--- src/sfa_pkg.sv ---
// Shared types and constants of the start/end code frame assembler.
// No dependencies; the channels, the assembler unit and the checker use it by scoped names.
package sfa_pkg;

  localparam int BYTE_W    = 8;
  localparam int CFG_IDX_W = 1;

  typedef logic [BYTE_W-1:0]    byte_t;
  typedef logic [CFG_IDX_W-1:0] cfg_idx_t;

  // Configuration register indexes.
  localparam cfg_idx_t CFG_START_CODE = 1'b0;
  localparam cfg_idx_t CFG_END_CODE   = 1'b1;

  // Register values after reset.
  localparam byte_t START_CODE_RST = 8'h01;
  localparam byte_t END_CODE_RST   = 8'hFE;

  // Main sequencer states.
  typedef enum logic [2:0] {
    ST_IDLE  = 3'b001,
    ST_FRAME = 3'b010,
    ST_PLAY  = 3'b100
  } state_t;

endpackage

--- src/sfa_channels.sv ---
// Valid/ready channel interfaces of the frame assembler: received bytes,
// frame bytes out and configuration writes. Depends on sfa_pkg.
interface sfa_in_if;
  logic                valid;
  logic                ready;
  logic                receive_ok;
  sfa_pkg::byte_t      rx_byte;
  modport source (output valid, receive_ok, rx_byte, input ready);
  modport sink   (input valid, receive_ok, rx_byte, output ready);
endinterface

interface sfa_out_if;
  logic                valid;
  logic                ready;
  sfa_pkg::byte_t      out_byte;
  logic                last_byte;
  modport source (output valid, out_byte, last_byte, input ready);
  modport sink   (input valid, out_byte, last_byte, output ready);
endinterface

interface sfa_cfg_if;
  logic                valid;
  logic                ready;
  sfa_pkg::cfg_idx_t   index;
  sfa_pkg::byte_t      data;
  modport source (output valid, index, data, input ready);
  modport sink   (input valid, index, data, output ready);
endinterface

--- src/sfa_ram.sv ---
// Generic single-write, single-read synchronous RAM with registered read data.
// No dependencies.
module sfa_ram #(
  parameter int WIDTH = 8,
  parameter int DEPTH = 64
) (
  input  logic                     clk,
  input  logic                     we,
  input  logic [$clog2(DEPTH)-1:0] waddr,
  input  logic [WIDTH-1:0]         wdata,
  input  logic                     re,
  input  logic [$clog2(DEPTH)-1:0] raddr,
  output logic [WIDTH-1:0]         rdata
);

  logic [WIDTH-1:0] mem_r [DEPTH];
  logic [WIDTH-1:0] rdata_r;

  always_ff @(posedge clk) begin
    if (we) begin
      mem_r[waddr] <= wdata;
    end
    if (re) begin
      rdata_r <= mem_r[raddr];
    end
  end

  assign rdata = rdata_r;

endmodule

--- src/start_end_code_frame_assembler_unit.sv ---
// Start/end code frame assembler: collects received bytes from the start code
// through the end code in a frame RAM and replays length-checked frames.
// Depends on sfa_pkg, sfa_channels and sfa_ram.
//
// Usage: every received byte is one input item and is taken in a single
// cycle while the block collects a frame; items flagged with receive_ok low
// are ignored. A frame opens at the start code and closes at the end code.
// When it closes, byte 2 of the frame must equal the frame's length in bytes,
// start and end code included, and the frame must hold at least three bytes;
// otherwise it is dropped without any output. A frame that would need more
// than FRAME_DEPTH bytes is discarded as soon as the last free entry is asked
// for a data byte. An accepted frame of N bytes is replayed from the frame RAM
// as N result items, the end code last and flagged by last_byte. During the
// replay the input is held off; each byte is read from the RAM into the
// output register, and no new read is issued while one is in flight or a
// stalled result waits. The input opens again the cycle after the last read
// is issued, while the final byte may still wait in the output register. The
// configuration registers are written through their own channel, which is
// always ready, and must only be written while no frame is in progress.
module start_end_code_frame_assembler_unit #(
  parameter int FRAME_DEPTH = 64
) (
  input  logic             clk,
  input  logic             rst_n,
  sfa_in_if.sink           in_ch,
  sfa_out_if.source        out_ch,
  sfa_cfg_if.sink          cfg_ch
);

  localparam int ADDR_W = $clog2(FRAME_DEPTH);
  localparam int CNT_W  = $clog2(FRAME_DEPTH + 1);
  localparam int BW     = sfa_pkg::BYTE_W;

  // Configuration registers.
  sfa_pkg::byte_t start_code_r;
  sfa_pkg::byte_t end_code_r;

  // Sequencer and frame bookkeeping.
  sfa_pkg::state_t   state_r, state_nxt;
  logic [CNT_W-1:0]  count_r, count_nxt;     // bytes stored so far
  logic [CNT_W-1:0]  len_r, len_nxt;         // length of the frame to replay
  logic [CNT_W-1:0]  rd_ptr_r, rd_ptr_nxt;   // next entry to read during replay
  sfa_pkg::byte_t    byte2_r, byte2_nxt;     // copy of the length byte

  // Read in flight and output register.
  logic              pend_r, pend_nxt;
  logic              pend_last_r, pend_last_nxt;
  logic              out_valid_r, out_valid_nxt;
  sfa_pkg::byte_t    out_byte_r, out_byte_nxt;
  logic              out_last_r, out_last_nxt;

  // RAM ports.
  logic              ram_we;
  logic [ADDR_W-1:0] ram_waddr;
  sfa_pkg::byte_t    ram_wdata;
  logic              ram_re;
  sfa_pkg::byte_t    ram_rdata;

  logic              in_take;
  sfa_pkg::byte_t    rx_b;
  logic [CNT_W-1:0]  total;
  sfa_pkg::byte_t    len_byte;
  logic              rd_last;

  sfa_ram #(
    .WIDTH (BW),
    .DEPTH (FRAME_DEPTH)
  ) u_frame_ram (
    .clk   (clk),
    .we    (ram_we),
    .waddr (ram_waddr),
    .wdata (ram_wdata),
    .re    (ram_re),
    .raddr (rd_ptr_r[ADDR_W-1:0]),
    .rdata (ram_rdata)
  );

  // The input is held off only while a frame is read back from the RAM, so
  // the RAM's single write port and read port never serve the same frame.
  assign in_ch.ready = (state_r != sfa_pkg::ST_PLAY);
  assign in_take     = in_ch.valid && in_ch.ready && in_ch.receive_ok;
  assign rx_b        = in_ch.rx_byte;
  assign total       = count_r + CNT_W'(1);
  // When the end code itself lands on entry 2 it is the length byte.
  assign len_byte    = (count_r == CNT_W'(2)) ? rx_b : byte2_r;
  assign rd_last     = ((rd_ptr_r + CNT_W'(1)) == len_r);

  // A read is issued only when the output register is sure to be free by
  // the time the data returns, so no read result ever has to be parked.
  assign ram_re = (state_r == sfa_pkg::ST_PLAY) && !pend_r &&
                  (!out_valid_r || out_ch.ready);

  always_comb begin
    state_nxt     = state_r;
    count_nxt     = count_r;
    len_nxt       = len_r;
    rd_ptr_nxt    = rd_ptr_r;
    byte2_nxt     = byte2_r;
    ram_we        = 1'b0;
    ram_waddr     = count_r[ADDR_W-1:0];
    ram_wdata     = rx_b;

    case (state_r)
      sfa_pkg::ST_IDLE: begin
        if (in_take && (rx_b == start_code_r)) begin
          ram_we    = 1'b1;
          ram_waddr = '0;
          count_nxt = CNT_W'(1);
          state_nxt = sfa_pkg::ST_FRAME;
        end
      end
      sfa_pkg::ST_FRAME: begin
        if (in_take) begin
          if (rx_b != end_code_r) begin
            if (count_r >= CNT_W'(FRAME_DEPTH - 1)) begin
              // Only the entry kept for the end code is left: discard.
              count_nxt = '0;
              state_nxt = sfa_pkg::ST_IDLE;
            end else begin
              ram_we    = 1'b1;
              count_nxt = total;
              if (count_r == CNT_W'(2)) begin
                byte2_nxt = rx_b;
              end
            end
          end else begin
            ram_we    = 1'b1;
            count_nxt = '0;
            if ((total >= CNT_W'(3)) && (len_byte == BW'(total))) begin
              len_nxt    = total;
              rd_ptr_nxt = '0;
              state_nxt  = sfa_pkg::ST_PLAY;
            end else begin
              state_nxt  = sfa_pkg::ST_IDLE;
            end
          end
        end
      end
      sfa_pkg::ST_PLAY: begin
        if (ram_re) begin
          rd_ptr_nxt = rd_ptr_r + CNT_W'(1);
          if (rd_last) begin
            state_nxt = sfa_pkg::ST_IDLE;
          end
        end
      end
      default: begin
        state_nxt = sfa_pkg::ST_IDLE;
        count_nxt = '0;
      end
    endcase
  end

  // Output register: loaded from the RAM's registered read data while pend_r marks a read in flight.
  always_comb begin
    pend_nxt      = ram_re;
    pend_last_nxt = ram_re ? rd_last : pend_last_r;
    out_valid_nxt = out_valid_r;
    out_byte_nxt  = out_byte_r;
    out_last_nxt  = out_last_r;
    if (pend_r) begin
      out_valid_nxt = 1'b1;
      out_byte_nxt  = ram_rdata;
      out_last_nxt  = pend_last_r;
    end else if (out_ch.ready) begin
      out_valid_nxt = 1'b0;
    end
  end

  always_ff @(posedge clk) begin
    if (!rst_n) begin
      state_r      <= sfa_pkg::ST_IDLE;
      count_r      <= '0;
      rd_ptr_r     <= '0;
      len_r        <= '0;
      pend_r       <= 1'b0;
      out_valid_r  <= 1'b0;
      start_code_r <= sfa_pkg::START_CODE_RST;
      end_code_r   <= sfa_pkg::END_CODE_RST;
    end else begin
      state_r     <= state_nxt;
      count_r     <= count_nxt;
      rd_ptr_r    <= rd_ptr_nxt;
      len_r       <= len_nxt;
      pend_r      <= pend_nxt;
      out_valid_r <= out_valid_nxt;
      if (cfg_ch.valid) begin
        case (cfg_ch.index)
          sfa_pkg::CFG_START_CODE: start_code_r <= cfg_ch.data;
          sfa_pkg::CFG_END_CODE:   end_code_r   <= cfg_ch.data;
          default: begin
          end
        endcase
      end
    end
  end

  always_ff @(posedge clk) begin
    byte2_r     <= byte2_nxt;
    pend_last_r <= pend_last_nxt;
    out_byte_r  <= out_byte_nxt;
    out_last_r  <= out_last_nxt;
  end

  assign cfg_ch.ready     = 1'b1;
  assign out_ch.valid     = out_valid_r;
  assign out_ch.out_byte  = out_byte_r;
  assign out_ch.last_byte = out_last_r;

endmodule

--- src/flat_wrapper.sv ---
// flat-port wrapper written by rule: the top's interface ports become plain ports
module start_end_code_frame_assembler_unit_flat 
#(
  parameter int FRAME_DEPTH = 64
)
  (clk, rst_n, in_ch_valid, in_ch_receive_ok, in_ch_rx_byte, in_ch_ready, out_ch_valid, out_ch_out_byte, out_ch_last_byte, out_ch_ready, cfg_ch_valid, cfg_ch_index, cfg_ch_data, cfg_ch_ready);
  sfa_in_if in_ch_i ();
  sfa_out_if out_ch_i ();
  sfa_cfg_if cfg_ch_i ();
  input  logic clk;
  input  logic rst_n;
  input wire logic [$bits(in_ch_i.valid)-1:0] in_ch_valid;
  input wire logic [$bits(in_ch_i.receive_ok)-1:0] in_ch_receive_ok;
  input wire logic [$bits(in_ch_i.rx_byte)-1:0] in_ch_rx_byte;
  output wire logic [$bits(in_ch_i.ready)-1:0] in_ch_ready;
  output wire logic [$bits(out_ch_i.valid)-1:0] out_ch_valid;
  output wire logic [$bits(out_ch_i.out_byte)-1:0] out_ch_out_byte;
  output wire logic [$bits(out_ch_i.last_byte)-1:0] out_ch_last_byte;
  input wire logic [$bits(out_ch_i.ready)-1:0] out_ch_ready;
  input wire logic [$bits(cfg_ch_i.valid)-1:0] cfg_ch_valid;
  input wire logic [$bits(cfg_ch_i.index)-1:0] cfg_ch_index;
  input wire logic [$bits(cfg_ch_i.data)-1:0] cfg_ch_data;
  output wire logic [$bits(cfg_ch_i.ready)-1:0] cfg_ch_ready;
  assign in_ch_i.valid = in_ch_valid;
  assign in_ch_i.receive_ok = in_ch_receive_ok;
  assign in_ch_i.rx_byte = in_ch_rx_byte;
  assign in_ch_ready = in_ch_i.ready;
  assign out_ch_valid = out_ch_i.valid;
  assign out_ch_out_byte = out_ch_i.out_byte;
  assign out_ch_last_byte = out_ch_i.last_byte;
  assign out_ch_i.ready = out_ch_ready;
  assign cfg_ch_i.valid = cfg_ch_valid;
  assign cfg_ch_i.index = cfg_ch_index;
  assign cfg_ch_i.data = cfg_ch_data;
  assign cfg_ch_ready = cfg_ch_i.ready;
  start_end_code_frame_assembler_unit #(.FRAME_DEPTH(FRAME_DEPTH)) u_core (.clk(clk), .rst_n(rst_n), .in_ch(in_ch_i), .out_ch(out_ch_i), .cfg_ch(cfg_ch_i));
endmodule
--- config.mk ---
export PLATFORM = sky130hd
export DESIGN_NAME = start_end_code_frame_assembler_unit_flat
export DESIGN_NICKNAME = d
export VERILOG_FILES = /design/src/sfa_pkg.sv /design/src/sfa_channels.sv /design/src/sfa_ram.sv /design/src/start_end_code_frame_assembler_unit.sv /design/src/flat_wrapper.sv
export SDC_FILE = /design/constraint.sdc
export NUM_CORES = 1
export LEC_CHECK = 0
export BUFFER_PORTS_ARGS = -buffer_cell sky130_fd_sc_hd__buf_2
export CORE_ASPECT_RATIO = 1.4
export CORE_UTILIZATION = 30
export CTS_CLUSTER_SIZE = 20
export DETAILED_ROUTE_END_ITERATION = 8
export PLACE_DENSITY = 0.41
export SYNTH_ARGS = -nofsm -noshare
export SYNTH_HDL_FRONTEND = slang
export SYNTH_HIERARCHICAL = 1
export SYNTH_SLANG_ARGS = --single-unit
--- constraint.sdc ---
create_clock -name clk -period 3.8 [get_ports clk]
set_input_delay 0.19 -clock clk [delete_from_list [all_inputs] [get_ports clk]]
set_output_delay 0.19 -clock clk [all_outputs]
set_load 0.1 [all_outputs]
Yosys cells after proc, flatten, opt, wreduce, memory -nomap -nowiden
Memories as Yosys holds them, arrays and structs flattened. A register that Yosys moved wholly into a read port is not among the register bits.
Index checks and enable logic that the tools add are counted.
{"block": "word_totals", "register_bits": 60, "ram_bits": 512, "input_bits": 23, "out_inout_bits": 12, "wordCells": 85, "mem_count": 1}
{"name": "u_core.u_frame_ram.mem_r", "depth": 64, "width": 8, "read_ports": 1, "rd_clocked_by_memory_dff": 1, "write_ports": 1, "line": "sfa_ram.sv:16", "rtl": "logic [WIDTH-1:0] mem_r [DEPTH];"}
{"block": "classes", "n_addsub": 2, "magnitude_cmp": 2, "n_eq_ne": 16, "muxes": 30, "bitwise": 4, "n_reduce_logical": 18}
{"cell": "two-way mux 7 bit", "count": 8}
{"cell": "two-way mux 3 bit", "count": 7}
{"cell": "one-hot mux 7 bit (3 select lines)", "count": 1}
{"cell": "adder 7 x 1 -> 7 bit (second input constant)", "count": 2}
{"cell": "one-hot mux 7 bit (2 select lines)", "count": 1}
{"cell": "two-way mux 6 bit", "count": 2}
{"cell": "inequality test 2 x 1 -> 1 bit (second input constant)", "count": 5}
{"cell": "AND reduction 5 bit", "count": 2}
{"cell": "one-hot mux 3 bit (3 select lines)", "count": 1}
{"cell": "equality test 8 x 7 -> 1 bit", "count": 1}
{"cell": "equality test 8 bit", "count": 1}
{"cell": "two-way mux 1 bit", "count": 8}
{"cell": "two-way mux 8 bit", "count": 1}
{"cell": "inequality test 8 bit", "count": 1}
{"cell": "AND reduction 4 bit", "count": 2}
{"cell": "equality test 7 x 2 -> 1 bit (second input constant)", "count": 1}
{"cell": "equality test 7 bit", "count": 1}
{"cell": ">= comparator 7 x 2 -> 1 bit (second input constant)", "count": 1}
{"cell": ">= comparator 7 x 6 -> 1 bit (second input constant)", "count": 1}
{"cell": "logical AND 1 bit", "count": 6}
{"cell": "inequality test 3 bit (second input constant)", "count": 2}
{"cell": "NOT 1 bit", "count": 4}
{"cell": "AND reduction 2 bit", "count": 2}
{"cell": "nonzero test 2 bit", "count": 2}
{"cell": "other kinds (8)", "count": 9}

Logic depth before layout (Yosys ltp)
Gate-level depths: netlist (run 1).
{"block": "depth", "ltp_word": 8, "ltp_mapped": 11, "depth_no_buf": 9}

Cells and area by module
The synthesis (run 1) kept the hierarchy.
{"mod": "sfa_ram", "instances": 1, "cells_each": 940, "area_each_um2": 20246.9, "seq_area_each_um2": 15615.0}
{"mod": "start_end_code_frame_assembler_unit", "instances": 1, "cells_each": 355, "area_each_um2": 3191.8, "seq_area_each_um2": 1381.3}

Least setup slack after synthesis (run 1)
Ideal clock, no wire load.
{"block": "synth_timing", "path_kind": "register to register", "startpoint": "reg u_core.state_r[1]", "endpoint": "mem u_core.u_frame_ram.mem_r[48][0] (enable)", "setup_ps": 383, "arrival_ps": 2508, "required_time_ps": 3417, "setup_slack_ps": 909, "stages_incl_launch_ff": 10, "path_buffers": 1, "period_less_slack_ps": 2891, "cell_sequence": "dfxtp_1 nand2b_1 nor2_1 nor4_1 nand2_1 and2_1 clkbuf_1 nor2b_1 nand4b_1 nor3_1"}
{"block": "synth_via", "elab_cells_between_ends": 13, "classes_between": "eq/ne (3); mux (7); reduce/logical (3)"}
{"element": "start: declaration", "line": "start_end_code_frame_assembler_unit.sv:39", "rtl": "sfa_pkg::state_t state_r, state_nxt;"}
{"element": "start signal: assignment", "line": "start_end_code_frame_assembler_unit.sv:172", "rtl": "state_r <= sfa_pkg::ST_IDLE;"}
{"element": "start signal: assignment", "line": "start_end_code_frame_assembler_unit.sv:181", "rtl": "state_r <= state_nxt;"}
{"element": "inequality test 3 bit", "line": "start_end_code_frame_assembler_unit.sv:80", "rtl": "assign in_ch.ready = (state_r != sfa_pkg::ST_PLAY);"}
{"element": "logical AND 1 bit (2 in series)", "line": "start_end_code_frame_assembler_unit.sv:81", "rtl": "assign in_take = in_ch.valid && in_ch.ready && in_ch.receive_ok;"}
{"element": "logical AND 1 bit", "line": "start_end_code_frame_assembler_unit.sv:105", "rtl": "if (in_take && (rx_b == start_code_r)) begin"}
{"element": "two-way mux 6 bit", "line": "start_end_code_frame_assembler_unit.sv:105"}
{"element": "two-way mux 6 bit *", "line": "start_end_code_frame_assembler_unit.sv:103", "rtl": "case (state_r)"}
{"element": "named net u_core.ram_waddr[3]", "line": "start_end_code_frame_assembler_unit.sv:54", "rtl": "logic [ADDR_W-1:0] ram_waddr;"}
{"element": "end: declaration", "line": "sfa_ram.sv:16"}
Mark *: on every way through the listed nets, which the timed path passes. The rest lies on a longest branch.

Final worst setup path (run 1)
{"block": "layout_timing", "startpoint": "in in_ch_rx_byte[1]", "endpoint": "mem u_core.u_frame_ram.mem_r[38][2] (enable)"}
{"block": "layout_via", "elab_chain_cells": 6, "elab_cells_between_ends": 11, "classes_between": "eq/ne (2); mux (8); reduce/logical (1)"}
{"element": "start: declaration", "line": "flat_wrapper.sv:14", "rtl": "input wire logic [$bits(in_ch_i.rx_byte)-1:0] in_ch_rx_byte;"}
{"element": "inequality test 8 bit / equality test 8 bit (equally long branches)", "line": "start_end_code_frame_assembler_unit.sv:114, start_end_code_frame_assembler_unit.sv:105"}
{"element": "two-way mux 1 bit / logical AND 1 bit (equally long branches)", "line": "start_end_code_frame_assembler_unit.sv:114, start_end_code_frame_assembler_unit.sv:105"}
{"element": "two-way mux 1 bit (on tied branches)", "line": "start_end_code_frame_assembler_unit.sv:113, start_end_code_frame_assembler_unit.sv:105"}
{"element": "one-hot mux 1 bit (2 select lines) *", "line": "start_end_code_frame_assembler_unit.sv:103"}
{"element": "named net u_core.ram_we", "line": "start_end_code_frame_assembler_unit.sv:53", "rtl": "logic ram_we;"}
{"element": "two-way mux 1 bit *", "line": "sfa_ram.sv:20", "rtl": "if (we) begin"}
{"element": "two-way mux 1 bit (not written as such) *", "line": "sfa_ram.sv:21", "rtl": "mem_r[waddr] <= wdata;"}
Marks and branches as above.

==> results of run 1 <==
==> report_power, final <==
part	switching (W)	internal, W	total (W)
Combinational	0.000234	0.000104	0.000339
Clock	0.00257	0.00352	0.00609
Sequential	0.0000146	0.00698	0.00699
Total	0.00282	0.0106	0.0134
==> registers in the layout, indices dropped and copies added, names as in the netlist <==
| register | count |
|---|---|
| u_core/pend_last_r | 1 |
| u_core/byte2_r | 8 |
| u_core/len_r | 7 |
| u_core/out_ch.last_byte | 1 |
| u_core/pend_r | 1 |
| u_core/u_frame_ram/rdata | 8 |
| u_core/start_code_r | 8 |
| u_core/rd_ptr_r | 7 |
| u_core/end_code_r | 8 |
| u_core/u_frame_ram/mem_r | 512 |
| u_core/state_r | 3 |
| u_core/count_r | 7 |
| u_core/out_ch.out_byte | 8 |
| u_core/out_ch.valid | 1 |
==> routing by layer <==
layer / part of all wire (%) / vias up / global-route usage (%)
met5: 0 / - / 0
met4: 3.0 / 0 / 5.33
met3: 3.8 / 90 / 2.42
met2: 53 / 269 / 29.7
met1: 41 / 6647 / 20.3
li1: - / 5542 / -
==> cell usage after synthesis, drive strengths merged (3+ instances only) <==
cell	instances	area share (%)
ha	4	0.21
a2111oi	4	0.18
nor2b	15	0.40
xor2	12	0.45
o221ai	9	0.34
buf	41	1.3
o221a	3	0.14
o21ai	13	0.28
a211oi	8	0.26
inv	8	0.13
nand3	33	0.70
nor2	103	1.6
and2	10	0.27
and3	5	0.13
o21a	8	0.26
nor3b	3	0.096
a21oi	32	0.68
clkbuf	27	0.43
mux4	126	12
a22oi	3	0.096
mux2i	24	1.0
o22ai	8	0.21
xnor2	23	0.86
a221oi	6	0.22
a31oi	9	0.24
a311oi	4	0.15
o2111ai	3	0.11
nor4	7	0.31
nand2	73	1.2
o2bb2ai	3	0.11
nand3b	3	0.096
edfxtp	538	69
nor3	15	0.39
mux2	18	0.88
o41ai	3	0.11
or3	6	0.16
nand4	8	0.21
nand2b	14	0.37
dfxtp	42	3.6
==> layout make-up <==
cell class              instances  area [um^2]
clock buffers                  70         1580
clock inverters                42          450
fillers                      7338        49100
inverters                       9         33.8
multi-input cells             638         6010
flip-flops and latches        580        17000
well taps                    1037         1300
repair buffers                177         1350
==> cells by family after synthesis <==
logic type,count (synthesis)
DFF,580
and+or+nand+nor,302
muxes,168
AOI/OAI and AO/OA,128
buffers and inverters,77
xor gates and xnor gates,35
adders and majority gates,4
other,1
==> critical path, cell delays in order <==
cell and delay, ns:
dlygate4sd3_1 0.71, buf_2 0.23, xnor2_1 0.13, nand4_1 0.12
nor2_1 0.27, nor2_1 0.10, o31ai_2 0.53, nor2b_1 0.33
nand3_1 0.60, nor2_1 0.29, buf_4 0.23
==> stage by stage <==
stage	cell area (um^2)	util (%)
final	27700	36.1
after global routing	27700	36.1
after CTS	27700	36.1
after detailed placement	25500	33.1
after global placement	25500	33.1
after floorplan	23400	-
==> worst max-delay path by stage <==
stage,startpoint,end,cells after the start,slack (ns)
after floorplan,u_core/state_r[1]$_SDFFE_PN0P_,u_core/u_frame_ram/mem_r[48][0]$_DFFE_PP_,9,0.91
after global placement,in_ch_rx_byte[7],u_core/u_frame_ram/mem_r[38][0]$_DFFE_PP_,10,0.08
after detailed placement,in_ch_rx_byte[2],u_core/u_frame_ram/mem_r[38][1]$_DFFE_PP_,10,0.08
after CTS,u_core/end_code_r[2]$_SDFFE_PN1P_,u_core/u_frame_ram/mem_r[38][1]$_DFFE_PP_,9,0.19
after global routing,u_core/count_r[0]$_SDFFE_PN0P_,u_core/u_frame_ram/mem_r[14][2]$_DFFE_PP_,10,0.23
final,in_ch_rx_byte[1],u_core/u_frame_ram/mem_r[38][2]$_DFFE_PP_,11,0.40
==> timing repair <==
action	CTS	global route
endpoints found under the hold margin	32	0
resized for setup	0	2
setup endpoints to repair	0	80
buffers inserted	0	0
hold buffers	23	0
==> impl_metrics.py, run 1 <==
metrics = {
    "place": {
        "place_inst": 2418,
        "detailed_place_hpwl_um": 42400,
        "routabilityCongestion": 0.807,
        "io_buffers": 33,
        "dpl_worst_slack_ns": 0.0751,
    },
    "critical_path": {
        "required_ns": 4.14,
        "critPathKind": "in -> reg",
        "r2r-end": "u_core/u_frame_ram/mem_r[38][2]$_DFFE_PP_",
        "reg2reg_depth": 10,
        "critPathLaunchType": "input port",
        "reg2reg_setup_slack_ns": 0.42,
        "r2r_start": "u_core/count_r[0]$_SDFFE_PN0P_",
        "endpoint_kind": "register",
        "cp_data_arrival_time_ns": 3.73,
        "crit_path_max_fanout": 8,
    },
    "floorplan": {
        "die_w_um": 238,
        "die_y_um": 333,
        "num_rows": 120,
        "core_area_um2": 76900,
        "pin_count": 35,
        "die-area_um2": 79300,
        "initial_core_util_pct": 30.5,
    },
    "final_layout": {
        "antennaDiodeCount": 0,
        "nets": 1492,
        "final_common_cell": "edfxtp_1",
        "syn_to_final_growth_pct": 18.3,
        "final_cells": 2553,
        "final_cell_mix": "538 x edfxtp_1, 126 x mux4_2, 117 x buf_4, 102 x nor2_1, 72 x nand2_1",
        "layout-drive-gt1-share_pct": 27.4,
    },
    "pwr": {
        "total_power_w": 0.0134,
        "power.density_nw_per_um2": 484,
        "ir_drop_uv": 350,
        "power_leakage_nw": 8.58,
    },
    "route": {
        "routed_wl_um": 64700,
        "detail-route-antenna-nets": 0,
        "drt_iter0_drc": 900,
        "via_per_inst": 4.92,
        "drc": 0,
        "vias": 12500,
        "wire_per_inst_um": 25.3,
        "first_pass_iters": 6,
    },
    "timing": {
        "setup_viol": 0,
        "tightest_slew_ns": 0.950,
        "fmax_mhz": 294,
        "period_share_pct": 89.4,
        "slew_headroom_pct": 36.4,
        "fin_skew_ns": 0.0244,
        "finalMaxSlewViolations": 0,
        "tns_ns": 0,
        "rsz0062_at_grt": "false",
        "hold_viol": 0,
        "hold_ws_ns": 0.0646,
        "setup_ws_ns": 0.404,
        "min_period_ns": 3.40,
    },
    "yosys": {
        "async_reset_ff_share_pct": 0,
        "ys_seq_elements": 580,
        "seq_area_frac_synth_pct": 72.5,
        "avgSynthCellArea_um2": 18.1,
        "synthSimpleGateAreaFrac_pct": 6.22,
        "synth_cell_types": 68,
        "synth.area.mux_share_pct": 14.0,
        "synth_xor_area_share_pct": 1.31,
        "synth_adder_area_share_pct": 0.214,
        "syn_area_um2": 23400,
        "synth_edf_count": 538,
        "synth_cells": 1295,
        "syn_nets": 1322,
        "synth_warnings": 6,
        "synth_compound_area_share_pct": 3.83,
        "synth_top_family_by_area": "multiplexers",
        "synthFlopType": "edfxtp_1",
    },
    "clock_tree": {
        "clk_latency_ns": 0.64,
        "numCtsBuffers": 59,
        "cts_buffer_depth": 3,
        "clock_sinks": 580,
        "h-tree-depth": 2,
        "cts_root_buf": "clkbuf_16",
        "cts_tree": "done",
        "path_clk_slew_ns": 0.06,
    },
    "global_routing": {
        "grtUsageTotal_pct": 16.6,
        "grt_max_degree": 66,
        "grt_first_pass_wirelength_um": 94300,
        "antenna_found_initial": 1,
        "gr-total-overflow": 0,
        "first_global_vias": 13300,
    },
    "run_status": {
        "status": "complete, no violations",
    },
    "worst_hold_path": {
        "hold_start": "in_ch_rx_byte[2]",
        "min_path_cells": 2,
        "whs_endpoint": "u_core/u_frame_ram/mem_r[55][2]$_DFFE_PP_",
        "hold_class": "in -> reg",
    },
    "job": {
        "maxCapViolations": 0,
    },
}
No activity file was read; power rests on OpenSTA's default activity.
==> run 2, diff against run 1 <==
--- a/config.mk
+++ b/config.mk
@@ -5,12 +5,13 @@
 export SDC_FILE = /design/constraint.sdc
 export NUM_CORES = 1
 export LEC_CHECK = 0
+export ABC_AREA = 1
 export BUFFER_PORTS_ARGS = -buffer_cell sky130_fd_sc_hd__buf_2
 export CORE_ASPECT_RATIO = 1.4
-export CORE_UTILIZATION = 30
+export CORE_UTILIZATION = 60
 export CTS_CLUSTER_SIZE = 20
 export DETAILED_ROUTE_END_ITERATION = 8
-export PLACE_DENSITY = 0.41
+export PLACE_DENSITY = 0.73
 export SYNTH_ARGS = -nofsm -noshare
 export SYNTH_HDL_FRONTEND = slang
 export SYNTH_HIERARCHICAL = 1
==> run 2 against run 1 <==
- combinational power grew to 11 times the previous value
- cell area decreased by 2.5%
- utilization grew 30 points
- sequential power increased by 3.3%
==> impl_metrics.py, run 2 <==
metrics = {
    "route": {
        "vias": 17200,
        "via_per_inst": 5.89,
        "drc": 0,
        "drt_iter0_drc": 1966,
        "routed_wl_um": 61800,
        "detail-route-antenna-nets": 0,
        "wire_per_inst_um": 21.1,
        "first_pass_iters": 6,
    },
    "yosys": {
        "synth_warnings": 6,
        "synth_top_area_share_pct": 64.4,
        "yosysTopAreaCell": "edfxtp_1",
        "synth_common_cells": "787 x nand2_1, 538 x edfxtp_1, 469 x nand3_1, 130 x nor2_1, 89 x inv_1",
        "async_reset_ff_share_pct": 0,
        "seq_area_frac_synth_pct": 67.8,
        "synth_edf_count": 538,
        "syn_area_um2": 25100,
        "synth_cells": 2327,
        "synth_most_common_cell": "nand2_1",
        "avgSynthCellArea_um2": 10.8,
        "syn_nets": 2354,
        "ys_seq_elements": 580,
        "synth_cell_types": 46,
        "synthFlopType": "edfxtp_1",
        "synth_area_leaders": "edfxtp_1 64%, nand2_1 12%, nand3_1 9.4%",
    },
    "clock_tree": {
        "clock_sinks": 580,
        "path_clk_slew_ns": 0.07,
        "cts_buffer_depth": 3,
        "clk_latency_ns": 0.58,
        "postCtsSetupBuffers": 0,
        "cts_tree": "done",
        "cts_root_buf": "clkbuf_16",
        "cts_resized": 0,
        "numCtsBuffers": 50,
        "h-tree-depth": 2,
        "ctsHoldBuffers": 10,
    },
    "timing": {
        "fin_skew_ns": 0.0190,
        "period_share_pct": 92.8,
        "hold_viol": 0,
        "rsz0062_at_grt": "false",
        "fmax_mhz": 284,
        "min_period_ns": 3.53,
        "tightest_slew_ns": 1.10,
        "tns_ns": 0,
        "finalMaxSlewViolations": 0,
        "setup_viol": 0,
        "slew_headroom_pct": 26.4,
    },
    "place": {
        "io_buffers": 33,
        "detailed_place_hpwl_um": 37500,
        "routabilityCongestion": 0.939,
        "placed_cell_area_um2": 25400,
    },
    "final_layout": {
        "fill_cells": 3161,
        "regArea_um2": 17000,
        "largest_register": "u_core/u_frame_ram/mem_r",
        "largest_reg_flops": 512,
        "nets": 2369,
        "final_area_um2": 27000,
        "layout-drive-gt1-share_pct": 8.36,
        "final_common_cell": "nand2_1",
        "syn_to_final_growth_pct": 7.78,
        "final_cell_mix": "787 x nand2_1, 538 x edfxtp_1, 469 x nand3_1, 130 x nor2_1, 88 x inv_1",
        "multiInputGateArea_um2": 6840,
        "antennaDiodeCount": 0,
    },
    "global_routing": {
        "antenna_found_initial": 1,
        "grt_first_pass_wirelength_um": 94600,
        "grtUsageTotal_pct": 29.6,
        "gr-total-overflow": 0,
        "first_global_vias": 16800,
        "grt_max_degree": 150,
    },
    "floorplan": {
        "die_w_um": 175,
        "die-area_um2": 42600,
        "pin_count": 35,
        "initial_core_util_pct": 60.9,
        "num_rows": 88,
        "die_y_um": 244,
        "core_area_um2": 41200,
    },
    "critical_path": {
        "critPathKind": "reg -> reg",
        "cp_data_arrival_time_ns": 3.73,
        "required_ns": 4.01,
        "critPathLaunchType": "register",
        "endpoint_kind": "register",
        "crit_path_max_fanout": 9,
    },
    "pwr": {
        "power_leakage_nw": 10.0,
        "power.density_nw_per_um2": 584,
        "ir_drop_uv": 381,
    },
    "worst_hold_path": {
        "hold_class": "in -> reg",
    },
    "job": {
        "maxCapViolations": 0,
    },
    "run_status": {
        "status": "complete, no violations",
    },
}
## run 2: cell count changes after synthesis, sizes merged, moves of 18 or more
| cell | delta |
|---|---|
| nand2 | +735 |
| mux2i | -24 |
| nand3 | +441 |
| nor2 | +36 |
| mux4 | -126 |
| buf | +63 |
| inv | +84 |
| mux2 | -18 |
## run 2: layout make-up
cell class,instances,share of cell area [%]
Clock buffer,59,4.83
Clock inverter,32,0.847
Timing Repair Buffer,88,2.32
Sequential cell,580,62.9
Inverter,93,1.32
Multi-Input combinational cell,1529,25.3
Tap cell,540,2.50
## run 2: metrics by stage
stage	util, %	setup WS [ns]	hold WS [ns]	cells	total power, W
after detailed placement	61.7	0.391	0.405	2820	0.0110
after floorplan	-	0.333	0.289	2327	0.0100
final	65.7	0.275	0.0600	2921	0.0158
after global placement	61.7	0.522	0.401	2820	0.0109
after global routing	65.7	0.0583	0.0902	2921	0.0164
after CTS	65.7	0.336	0.0331	2921	0.0158
## run 2: path summary, 6_finish.rpt
check	startpoint	endpoint	slack [ns]	cells past startpoint
setup / recovery	u_core/state_r[1]$_SDFFE_PN0P_	u_core/u_frame_ram/mem_r[7][7]$_DFFE_PP_	0.27	10
hold / removal	in_ch_valid	u_core/len_r[3]$_SDFFE_PN0P_	0.06	6
setup reg to reg	u_core/state_r[1]$_SDFFE_PN0P_	u_core/u_frame_ram/mem_r[7][7]$_DFFE_PP_	0.27	10
hold reg to reg	u_core/u_frame_ram/rdata[6]$_DFFE_PP_	u_core/out_ch.out_byte[6]$_DFFE_PP_	0.42	0
## run 2: critical path: stages, from the launching register on
cell	delay [ns]
dfxtp_1	0.36
inv_1	0.09
nand3_2	0.17
nand2_1	0.15
nor3_1	0.21
nand2_1	0.14
nor2_1	0.41
nor2_1	0.21
inv_1	0.18
nand3_1	0.51
nor2_1	0.73
## run 2: cell families (layout without fill, tap and decap cells)
group | Yosys count | count (layout) | share of synthesized area [%]
adders and majority gates | 4 | 4 | 0.200
and+or+nand+nor | 1463 | 1463 | 25.4
xor gates and xnor gates | 15 | 15 | 0.524
buffers and inverters | 218 | 272 | 4.99
AOI/OAI and AO/OA | 46 | 46 | 1.12
DFF | 580 | 580 | 67.8
other | 1 | 1 | 0.0149
## run 2: per-layer routing
layer	vias to the layer above	part of all wire [%]	global-route usage (%)
met5	-	0	0
met2	768	50	50.9
met1	8237	38	36.3
met3	190	6.4	3.19
li1	8007	-	-
met4	0	5.7	16.8
## run 2: where the power goes
part           leakage [nW]  internal (W)  total [W]  switching [W]
sequential             5.18       0.00709    0.00722       0.000125
combinational          4.11      0.000974    0.00374        0.00277
clock                 0.754       0.00265    0.00483        0.00217
total                  10.0        0.0107     0.0158        0.00507
